`config.mk`:
```
export PLATFORM = sky130hd
export DESIGN_NAME = sparse_polynomial_term_table
export DESIGN_NICKNAME = d
export VERILOG_FILES = /design/src/hdl/sptt_pkg.sv /design/src/hdl/sptt_store.sv /design/src/hdl/sparse_polynomial_term_table.sv
export SDC_FILE = /design/constraint.sdc
export NUM_CORES = 2
export LEC_CHECK = 0
export BUFFER_PORTS_ARGS = -buffer_cell sky130_fd_sc_hd__buf_4
export CELL_PAD_IN_SITES_DETAIL_PLACEMENT = 2
export CELL_PAD_IN_SITES_GLOBAL_PLACEMENT = 2
export CORE_AREA = 10 10 565 567
export DETAILED_ROUTE_END_ITERATION = 7
export DIE_AREA = 0 0 575 577
export GPL_TIMING_DRIVEN = 0
export PLACE_DENSITY = 0.46
export SLEW_MARGIN = 5
export SYNTH_ARGS = -nofsm -noshare
export SYNTH_HDL_FRONTEND = slang
export SYNTH_SLANG_ARGS = --single-unit
```
`constraint.sdc`:
```
create_clock -name clock -period 10.05 [get_ports clock]
set_input_delay 0.5025 -clock clock [delete_from_list [all_inputs] [get_ports clock]]
set_output_delay 0.5025 -clock clock [all_outputs]
set_load 0.005 [all_outputs]
```
`src/hdl/sptt_pkg.sv`:
```
package sptt_pkg;

   // default table depth
   localparam int MAX_TERMS_DEF = 32;

   localparam int COEF_W = 32;
   localparam int POW_W  = 16;

   // operation codes
   localparam logic [1:0] FUNC_ADD   = 2'd0;
   localparam logic [1:0] FUNC_CLEAR = 2'd1;
   localparam logic [1:0] FUNC_READ  = 2'd2;

   // result status codes
   localparam logic [2:0] ST_MERGED   = 3'd0;
   localparam logic [2:0] ST_INSERTED = 3'd1;
   localparam logic [2:0] ST_REMOVED  = 3'd2;
   localparam logic [2:0] ST_DROPPED  = 3'd3;
   localparam logic [2:0] ST_TERM     = 3'd4;
   localparam logic [2:0] ST_EMPTY    = 3'd5;

   typedef logic [5:0] cnt_out_type;

   typedef struct packed {
      logic [1:0]               func;
      logic signed [COEF_W-1:0] term_coefficient;
      logic [POW_W-1:0]         term_power;
   } req_type;

   typedef struct packed {
      logic [2:0]               status;
      logic signed [COEF_W-1:0] out_coefficient;
      logic [POW_W-1:0]         out_power;
      cnt_out_type              entry_count;
      logic                     last;
   } rsp_type;

endpackage

```
`src/hdl/sptt_store.sv`:
```
module sptt_store #(
   parameter int DEPTH = sptt_pkg::MAX_TERMS_DEF,
   parameter int IDX_W = $clog2(sptt_pkg::MAX_TERMS_DEF)
) (
   input  logic                             clock,
   input  logic                             wr_en,
   input  logic [IDX_W-1:0]                 wr_addr,
   input  logic [sptt_pkg::COEF_W-1:0]      wr_coef,
   input  logic [sptt_pkg::POW_W-1:0]       wr_pow,
   input  logic [IDX_W-1:0]                 rd_addr,
   output logic [sptt_pkg::COEF_W-1:0]      rd_coef,
   output logic [sptt_pkg::POW_W-1:0]       rd_pow
);

   logic [sptt_pkg::COEF_W-1:0] coef_mem [DEPTH];
   logic [sptt_pkg::POW_W-1:0]  pow_mem  [DEPTH];

   // one write port
   always_ff @(posedge clock) begin
      if (wr_en) begin
         coef_mem[wr_addr] <= wr_coef;
         pow_mem[wr_addr]  <= wr_pow;
      end
   end

   // one registered read port
   always_ff @(posedge clock) begin
      rd_coef <= coef_mem[rd_addr];
      rd_pow  <= pow_mem[rd_addr];
   end

endmodule

```
`src/hdl/sparse_polynomial_term_table.sv`:
```
// Sparse polynomial term table. Terms (coefficient, power) are kept in insertion
// order in a single-port-read memory, and one sequencer walks that memory one
// entry per cycle, sharing a single 32-bit adder and power compare. An add
// searches the stored terms in order; when the matching term sums to zero, the
// tail after it moves down one place. An insert into an empty table, a clear and
// an empty readout never make the block busy; a readout gives one term per
// cycle and never stalls.
// Every result appears for exactly one cycle with rsp_strobe high and
// must be taken then: there is no way to stall the result side. rsp_data.last
// marks the final result of each transaction; func code 3 gives no result.
module sparse_polynomial_term_table #(
   parameter int MAX_TERMS = sptt_pkg::MAX_TERMS_DEF
) (
   input  logic              clock,
   input  logic              reset,
   input  logic              start,
   output logic              busy,
   input  sptt_pkg::req_type req_data,
   output logic              rsp_strobe,
   output sptt_pkg::rsp_type rsp_data
);

   localparam int IDX_W = (MAX_TERMS > 1) ? $clog2(MAX_TERMS) : 1;
   localparam int CNT_W = $clog2(MAX_TERMS + 1);

   localparam logic [1:0] S_IDLE   = 2'd0;
   localparam logic [1:0] S_SEARCH = 2'd1;
   localparam logic [1:0] S_SHIFT  = 2'd2;
   localparam logic [1:0] S_READ   = 2'd3;

   logic [1:0]                  state_ff, state_in;
   logic [CNT_W-1:0]            count_ff, count_in;
   logic [CNT_W-1:0]            rdx_ff, rdx_in;
   logic [sptt_pkg::COEF_W-1:0] coef_ff, coef_in;
   logic [sptt_pkg::POW_W-1:0]  pow_ff, pow_in;
   logic                        strobe_ff, strobe_in;
   sptt_pkg::rsp_type           rsp_ff, rsp_in;

   logic                        wr_en;
   logic [IDX_W-1:0]            wr_addr;
   logic [sptt_pkg::COEF_W-1:0] wr_coef;
   logic [sptt_pkg::POW_W-1:0]  wr_pow;
   logic [IDX_W-1:0]            rd_addr;
   logic [sptt_pkg::COEF_W-1:0] rd_coef;
   logic [sptt_pkg::POW_W-1:0]  rd_pow;

   logic [CNT_W-1:0]            rdx_nx;
   logic [CNT_W-1:0]            shift_dst;
   logic                        rd_last;
   logic [sptt_pkg::COEF_W-1:0] sum;

   sptt_store #(
      .DEPTH (MAX_TERMS),
      .IDX_W (IDX_W)
   ) u_store (
      .clock   (clock),
      .wr_en   (wr_en),
      .wr_addr (wr_addr),
      .wr_coef (wr_coef),
      .wr_pow  (wr_pow),
      .rd_addr (rd_addr),
      .rd_coef (rd_coef),
      .rd_pow  (rd_pow)
   );

   // shared adder and walk pointer arithmetic
   assign sum       = rd_coef + coef_ff;
   assign rdx_nx    = rdx_ff + CNT_W'(1);
   assign shift_dst = rdx_ff - CNT_W'(1);
   assign rd_last   = (rdx_nx == count_ff);
   assign rd_addr   = rdx_in[IDX_W-1:0];

   // sequencer
   always_comb begin
      state_in  = state_ff;
      count_in  = count_ff;
      rdx_in    = rdx_nx;
      coef_in   = coef_ff;
      pow_in    = pow_ff;
      strobe_in = 1'b0;
      rsp_in    = rsp_ff;
      wr_en     = 1'b0;
      wr_addr   = count_ff[IDX_W-1:0];
      wr_coef   = coef_ff;
      wr_pow    = pow_ff;

      case (state_ff)
         S_IDLE: begin
            if (start) begin
               coef_in = req_data.term_coefficient;
               pow_in  = req_data.term_power;
               case (req_data.func)
                  sptt_pkg::FUNC_ADD: begin
                     if (count_ff == '0) begin
                        wr_en                  = 1'b1;
                        wr_coef                = req_data.term_coefficient;
                        wr_pow                 = req_data.term_power;
                        count_in               = count_ff + CNT_W'(1);
                        strobe_in              = 1'b1;
                        rsp_in.status          = sptt_pkg::ST_INSERTED;
                        rsp_in.out_coefficient = req_data.term_coefficient;
                        rsp_in.out_power       = req_data.term_power;
                        rsp_in.last            = 1'b1;
                     end else begin
                        rdx_in   = '0;
                        state_in = S_SEARCH;
                     end
                  end
                  sptt_pkg::FUNC_CLEAR: begin
                     count_in               = '0;
                     strobe_in              = 1'b1;
                     rsp_in.status          = sptt_pkg::ST_EMPTY;
                     rsp_in.out_coefficient = '0;
                     rsp_in.out_power       = '0;
                     rsp_in.last            = 1'b1;
                  end
                  sptt_pkg::FUNC_READ: begin
                     if (count_ff == '0) begin
                        strobe_in              = 1'b1;
                        rsp_in.status          = sptt_pkg::ST_EMPTY;
                        rsp_in.out_coefficient = '0;
                        rsp_in.out_power       = '0;
                        rsp_in.last            = 1'b1;
                     end else begin
                        rdx_in   = '0;
                        state_in = S_READ;
                     end
                  end
                  default: begin
                  end
               endcase
            end
         end

         // compare one stored power per cycle
         S_SEARCH: begin
            if (rd_pow == pow_ff) begin
               if (sum != '0) begin
                  wr_en                  = 1'b1;
                  wr_addr                = rdx_ff[IDX_W-1:0];
                  wr_coef                = sum;
                  strobe_in              = 1'b1;
                  rsp_in.status          = sptt_pkg::ST_MERGED;
                  rsp_in.out_coefficient = sum;
                  rsp_in.out_power       = pow_ff;
                  rsp_in.last            = 1'b1;
                  state_in               = S_IDLE;
               end else begin
                  state_in = S_SHIFT;
               end
            end else if (rd_last) begin
               strobe_in              = 1'b1;
               rsp_in.out_coefficient = coef_ff;
               rsp_in.out_power       = pow_ff;
               rsp_in.last            = 1'b1;
               state_in               = S_IDLE;
               if (count_ff < CNT_W'(MAX_TERMS)) begin
                  wr_en         = 1'b1;
                  count_in      = count_ff + CNT_W'(1);
                  rsp_in.status = sptt_pkg::ST_INSERTED;
               end else begin
                  rsp_in.status = sptt_pkg::ST_DROPPED;
               end
            end
         end

         // move the tail down one place after a removal
         S_SHIFT: begin
            if (rdx_ff < count_ff) begin
               wr_en   = 1'b1;
               wr_addr = shift_dst[IDX_W-1:0];
               wr_coef = rd_coef;
               wr_pow  = rd_pow;
            end else begin
               count_in               = count_ff - CNT_W'(1);
               strobe_in              = 1'b1;
               rsp_in.status          = sptt_pkg::ST_REMOVED;
               rsp_in.out_coefficient = '0;
               rsp_in.out_power       = pow_ff;
               rsp_in.last            = 1'b1;
               state_in               = S_IDLE;
            end
         end

         // one stored term per cycle
         S_READ: begin
            strobe_in              = 1'b1;
            rsp_in.status          = sptt_pkg::ST_TERM;
            rsp_in.out_coefficient = rd_coef;
            rsp_in.out_power       = rd_pow;
            rsp_in.last            = rd_last;
            if (rd_last) begin
               state_in = S_IDLE;
            end
         end

         default: begin
            state_in = S_IDLE;
         end
      endcase

      rsp_in.entry_count = sptt_pkg::cnt_out_type'(count_in);
   end

   // control registers
   always_ff @(posedge clock) begin
      if (reset) begin
         state_ff  <= S_IDLE;
         count_ff  <= '0;
         strobe_ff <= 1'b0;
      end else begin
         state_ff  <= state_in;
         count_ff  <= count_in;
         strobe_ff <= strobe_in;
      end
   end

   // payload registers
   always_ff @(posedge clock) begin
      rdx_ff  <= rdx_in;
      coef_ff <= coef_in;
      pow_ff  <= pow_in;
      rsp_ff  <= rsp_in;
   end

   assign busy       = (state_ff != S_IDLE);
   assign rsp_strobe = strobe_ff;
   assign rsp_data   = rsp_ff;

   // table never holds more than its depth
   a_count_bound: assert property (@(posedge clock) disable iff (reset)
      count_ff <= CNT_W'(MAX_TERMS))
      else $error("stored count above table depth");

   // a clear transaction answers next cycle with an empty table
   a_clear_rsp: assert property (@(posedge clock) disable iff (reset)
      (start && !busy && req_data.func == sptt_pkg::FUNC_CLEAR) |=>
      (rsp_strobe && rsp_data.status == sptt_pkg::ST_EMPTY &&
       rsp_data.entry_count == '0 && rsp_data.last))
      else $error("clear did not answer with empty table");

   // a result that is not the last keeps the block busy
   a_nonlast_busy: assert property (@(posedge clock) disable iff (reset)
      (rsp_strobe && !rsp_data.last) |-> busy)
      else $error("non-final result while idle");

   // an insert grows the table by one
   a_insert_count: assert property (@(posedge clock) disable iff (reset)
      (rsp_strobe && rsp_data.status == sptt_pkg::ST_INSERTED) |->
      (count_ff == CNT_W'($past(count_ff) + CNT_W'(1))))
      else $error("insert did not grow the table by one");

endmodule

```
=== Yosys cells after proc, flatten, opt, wreduce, memory -nomap -nowiden ===
Memories as Yosys holds them, arrays and structs flattened. A register that Yosys moved wholly into a read port is not among the register bits.
Cells that the tools add are included.

* Bits in registers: 121
* Latch bits: 0
* Memory bits (writable): 1536
* Bits in read-only memories: 0
* Bits of input ports: 53
* Output and inout bits: 60
* Memories kept: 2

{| class="wikitable"
|+ Memory list
! name !! words !! bits a word !! rd ports !! clocked after Yosys merged registers in !! wr ports !! RTL line !! source
|-
| u_store.coef_mem || 32 || 32 || 1 || 1 || 1 || sptt_store.sv:15 || <nowiki>logic [sptt_pkg::COEF_W-1:0] coef_mem [DEPTH];</nowiki>
|-
| u_store.pow_mem || 32 || 16 || 1 || 1 || 1 || sptt_store.sv:16 || <nowiki>logic [sptt_pkg::POW_W-1:0] pow_mem [DEPTH];</nowiki>
|}

* $add $sub $neg: 5
* Multipliers: 0
* Div/mod/pow operators: 0
* $lt $le $gt $ge: 2
* Eq/ne operators: 19
* Shifts and indexed selects: 0
* Multiplexer cells: 72
* Bitwise gates (word level): 0
* Reductions and logical operators: 10

{| class="wikitable"
|+ Operator list
! cell !! count
|-
| two-way mux 51 bit || 7
|-
| case mux 51 bit (4 select lines) || 1
|-
| two-way mux 32 bit || 6
|-
| case mux 51 bit (3 select lines) || 1
|-
| case mux 32 bit (3 select lines) || 1
|-
| two-way mux 16 bit || 4
|-
| two-way mux 6 bit || 10
|-
| adder 32 bit || 1
|-
| case mux 16 bit (2 select lines) || 1
|-
| nonzero test 32 bit || 1
|-
| != test 3 bit (second input constant) || 7
|-
| two-way mux 1 bit || 20
|-
| case mux 6 bit (3 select lines) || 1
|-
| equality test 16 bit || 1
|-
| two-way mux 2 bit || 8
|-
| two-way mux 5 bit || 3
|-
| adder 6 x 1 -> 6 bit (second input constant) || 2
|-
| case mux 6 bit (2 select lines) || 1
|-
| case mux 5 bit (2 select lines) || 1
|-
| case mux 1 bit (4 select lines) || 2
|-
| case mux 2 bit (4 select lines) || 1
|-
| AND reduction 7 bit || 1
|-
| equality test 2 bit (second input constant) || 3
|-
| equality test 6 bit || 1
|-
| 19 further kinds || 23
|}

=== Longest topological paths before layout ===
* Depth in word-level cells: 7
* Gate-level depth with buffers: 17
* Mapped depth without buffers: 14

=== By module ===
Synthesis repeated with hierarchy kept, for this count alone.

* Cells, all modules: 4476
* Area total of the unflattened synthesis: 71283.4 µm²

{| class="wikitable"
|+ Modules (own cells, without submodules)
! module !! instances !! cells an instance !! area an instance (µm²)
|-
| sptt_store || 1 || 3364 || 60727.0
|-
| sparse_polynomial_term_table || 1 || 1112 || 10556.4
|}

=== Least setup slack after synthesis ===
OpenSTA, ideal clock, no wires.

* Kind: reg2reg
* Start: reg coef_ff[0] (netlist name)
* End: mem u_store.coef_mem[18][0] (netlist name), enable pin
* Arrival time: 8746 ps
* Data required time: 9477 ps
* Slack: 731 ps
* Stages on the path, launching flop included: 14
* Buffers on the path: 1
* Path through: edfxtp_1 > ha_1 > fa_1 > a21o_1 > a221o_1 > xor2_1 > or4_1 > or3_1 > or4_4 > nor4b_4 > and2_1 > buf_6 > mux2_2 > nor4_1

* Longest elaborated chain between the ends: 7
* Elaborated cells on any way between the ends: 10
* Classes of those cells: 1 x add/sub; 8 x mux; 1 x reduce/logical

{| class="wikitable"
|+ Ends and longest elaborated chain
! element !! RTL line !! source
|-
| from (decl) || sparse_polynomial_term_table.sv:34 || <nowiki>logic [sptt_pkg::COEF_W-1:0] coef_ff, coef_in;</nowiki>
|-
| from (signal assigned) || sparse_polynomial_term_table.sv:221 || <nowiki>coef_ff <= coef_in;</nowiki>
|-
| adder 32 bit (*) || sparse_polynomial_term_table.sv:67 || <nowiki>assign sum = rd_coef + coef_ff;</nowiki>
|-
| nonzero test 32 bit (*) || sparse_polynomial_term_table.sv:138 || <nowiki>if (sum != '0) begin</nowiki>
|-
| two-way mux 1 bit || sparse_polynomial_term_table.sv:138 ||
|-
| two-way mux 1 bit || sparse_polynomial_term_table.sv:137 || <nowiki>if (rd_pow == pow_ff) begin</nowiki>
|-
| case mux 1 bit (3 select lines) || sparse_polynomial_term_table.sv:87 || <nowiki>case (state_ff)</nowiki>
|-
| two-way mux 1 bit || sptt_store.sv:20 || <nowiki>if (wr_en) begin</nowiki>
|-
| two-way mux 1 bit (implied by the code) || sptt_store.sv:21 || <nowiki>coef_mem[wr_addr] <= wr_coef;</nowiki>
|-
| to (decl) || sptt_store.sv:15 ||
|}

Mark *: on every way between the ends. The rest lies on a longest branch, timed or not.

=== Worst setup path after layout ===
* Start: reg coef_ff[4] (netlist name)
* End: mem u_store.coef_mem[14][21] (netlist name), enable pin

The elaborated chain is that of the path after synthesis.

==> results.sh <==
export IMPL_slew_viol_final=6
export IMPL_clock_skew_ns=0.0829
export IMPL_crit_end="u_store.coef_mem[14][21]"
export IMPL_gp_congestion=0.815
export IMPL_synth_main_ff_cell="edfxtp_1"
export IMPL_core_region_area_um2=308000
export IMPL_ys_top_cells_by_area="edfxtp_1, nand2_1, nand3_1"
export IMPL_met2WireLength_mm=150
export IMPL_rr_worst_depth=17
export IMPL_synth_avg_cell_area_um2=13.2
export IMPL_tightest_slew_ns=1.59
export IMPL_cts_buffers=208
export IMPL_die_area_um2=332000
export IMPL_seq_area_frac_synth=0.716
export IMPL_hold_viol=0
export IMPL_startpoint_type="flop"
export IMPL_nNetsFinal=6018
export IMPL_wl_met3_mm=12.6
export IMPL_crit_arrival_ns=9.69
export IMPL_top_layer="met4"
export IMPL_layout_drive_gt1_share=0.122
export IMPL_crit_path_end_kind="flop"
export IMPL_drcViolationCount=4
export IMPL_synth_mux_area_frac=0.0256
export IMPL_grt_pass1_vias=53300
export IMPL_fin_tns_setup_ns=0
export IMPL_drtIter0Drc=4243
export IMPL_outcome="finished, violations left"
export IMPL_num_vias=49900
export IMPL_syn_to_final_growth_pct=23.2
export IMPL_postSynthCellCount=5327
export IMPL_violations="design-rule violations, max-capacitance violations, max-slew violations"
export IMPL_crit_type="flop to flop"
export IMPL_rsz0062_at_grt="false"
export IMPL_worst_slack_ns=0.906
export IMPL_netlist_top_cells_count="edfxtp_1, nand2_1, nand3_1"
export IMPL_crit_fanout=10
export IMPL_rows=204
export IMPL_initial_core_util=0.229
export IMPL_detailedPlacementHpwl_mm=234
export IMPL_clock_root_buffer="clkbuf_16"
export IMPL_synth_simple_area_share=0.0994
export IMPL_antenna_found_initial=43
export IMPL_die_x_um=575
export IMPL_finalCritPeriodShare=0.910
export IMPL_reg2reg_to="u_store.coef_mem[14][21]"
export IMPL_path_clk_slew_ns=0.06
export IMPL_synth_top_family_by_area="compound AO/OA/AOI/OAI gates"
export IMPL_final_area_um2=87000
export IMPL_fin_crit_ns=9.14
export IMPL_cap_violations=1
export IMPL_clk_path_buf_depth=4
export IMPL_dpl_worst_slack_ns=0.714
export IMPL_io_buffers=111
export IMPL_synth_top_area_frac=0.696
export IMPL_syn_nets=5431
export IMPL_yosys_area_share_adder=0.00915
export IMPL_cts_tree="done"
export IMPL_yosysWarningCount=0
export IMPL_synth_xor_area_share=0.00670
export IMPL_yosysMostFrequentCell="edfxtp_1"
export IMPL_clk_latency_ns=0.88
export IMPL_ys_types=78
export IMPL_crit_start="coef_ff[4]"
export IMPL_syn_area_um2=70600
export IMPL_grt_total_usage=0.183
export IMPL_ant_nets=0
export IMPL_drt_met1_wl_mm=144
export IMPL_utilization=0.282
export IMPL_grt_overflow_total=0
export IMPL_viasPerCell=4.88
export IMPL_r2r_start="coef_ff[4]"
export IMPL_htreeDepth=4
export IMPL_synth_compound_area_frac=0.119
export IMPL_slew_headroom=-0.0665
export IMPL_die_y_um=577
export IMPL_ys_seq_elements=1705
export IMPL_grt_max_degree=48
export IMPL_ios=113
export IMPL_firstDrtPassIters=8
export IMPL_clock_sinks=1705
export IMPL_r2r_slack_ns=0.91
export IMPL_synth_enable_flop_cells=1636
export IMPL_timing_fmax_mhz=109
export IMPL_wl_per_cell_um=30.9
export IMPL_async_reset_ff_frac=0
export IMPL_synth_largest_area_cell="edfxtp_1"
export IMPL_drt_wl_total_mm=316
export IMPL_crit_required_ns=10.60
export IMPL_grt_pass1_wl_mm=437
export IMPL_cts_resized=0
export IMPL_min_delay_path_class="input port to flop"
export IMPL_placed_area_um2=80100
export IMPL_finalSetupViolCount=0
[placed cells by master, fill, tap and decap left out, types with 34 or more instances in the layout]
master         instances
edfxtp_1            1636
nand2_1              854
nand3_1              532
clkbuf_1             399
o21ai_0              388
a21oi_1              305
o221ai_1             234
clkbuf_16            212
buf_4                200
mux2i_1              141
dfxtp_1               69
nor2_1                64
o211ai_1              64
a31oi_1               62
buf_6                 52
ha_1                  50
dlygate4sd3_1         49
inv_1                 47
clkinv_1              44
xnor2_1               39
buf_1                 36
mux2_2                35
buf_12                34
[registers in the layout, summed over array words and instances (netlist names)]
| signal | count |
|---|---|
| u_store.coef_mem | 1024 |
| coef_ff | 32 |
| u_store.rd_coef | 32 |
| state_ff | 2 |
| count_ff | 6 |
| rsp_strobe | 1 |
| pow_ff | 16 |
| u_store.pow_mem | 512 |
| u_store.rd_pow | 16 |
| rdx_ff | 6 |
| rsp_data | 58 |
[layer usage]
metal  vias to the layer above  track usage
met3                       336       0.0194
li1                      21800            -
met4                         0       0.0481
met5                         -            0
met2                      1155        0.308
met1                     26600        0.253
[cells by family (layout without fill, tap and decap cells)]
group / after synthesis / count (layout)
AO/OA/AOI/OAI: 1298 / 1298
AND/OR/NAND/NOR: 1587 / 1587
adder cells (fa/ha/maj): 51 / 51
XOR/XNOR: 54 / 54
buffers and inverters: 456 / 1205
multiplexers: 176 / 176
flip-flops: 1705 / 1705
other: 0 / 15
[how the worst min path moves through the flow]
stage                       startpoint           to  slack, ns  cells past startpoint
final                     req_data[49]  rsp_data[0]       0.22                      4
after global routing      req_data[49]  rsp_data[0]       0.22                      4
after CTS                 req_data[49]  rsp_data[0]       0.16                      4
after detailed placement   state_ff[1]  state_ff[1]       0.57                      2
after global placement     state_ff[1]  state_ff[1]       0.57                      2
after floorplan            state_ff[1]  state_ff[1]       0.52                      2
[critical path, cell delays in order, from the launching register on]
cell	delay [ns]
edfxtp_1	0.52
ha_1	0.43
o211ai_1	0.15
o211ai_1	0.44
a31oi_1	0.32
o221ai_1	0.43
a21oi_1	0.26
o41ai_1	1.05
xnor2_1	0.41
nor4_2	1.07
and2_1	0.25
buf_6	0.15
mux2_2	0.50
nor3_1	1.29
nor3b_2	0.81
buf_6	0.27
buf_4	0.22
buf_6	0.19
[metrics by stage]
| step | hold slack, ns | std cells |
|---|---|---|
| final | 0.218 | 10200 |
| after global routing | 0.219 | 10200 |
| after CTS | 0.164 | 10200 |
| after detailed placement | 0.573 | 9775 |
| after global placement | 0.570 | 9558 |
| after floorplan | 0.522 | 5327 |
[cell type report]
| cell class | instances | area, um2 |
|---|---|---|
| sequential | 1705 | 50500 |
| tap | 4120 | 5150 |
| antenna | 15 | 37.5 |
| buffer | 395 | 1530 |
| timing repair buffer | 377 | 4240 |
| fill | 32800 | 221000 |
| inverter | 61 | 231 |
| multi-input combinational | 3166 | 18900 |
| clock inverter | 94 | 771 |
| clock buffer | 278 | 5590 |
[repair_timing]
action                                  in CTS  in global routing
buffers inserted                             0                  0
hold buffers                                49                  0
endpoints found under the setup margin       0                  0
endpoints found under the hold margin       76                  0
Power is left out: the tool's default activity adds up to more than one toggle a clock period on the data nets, which glitch-free logic cannot reach.
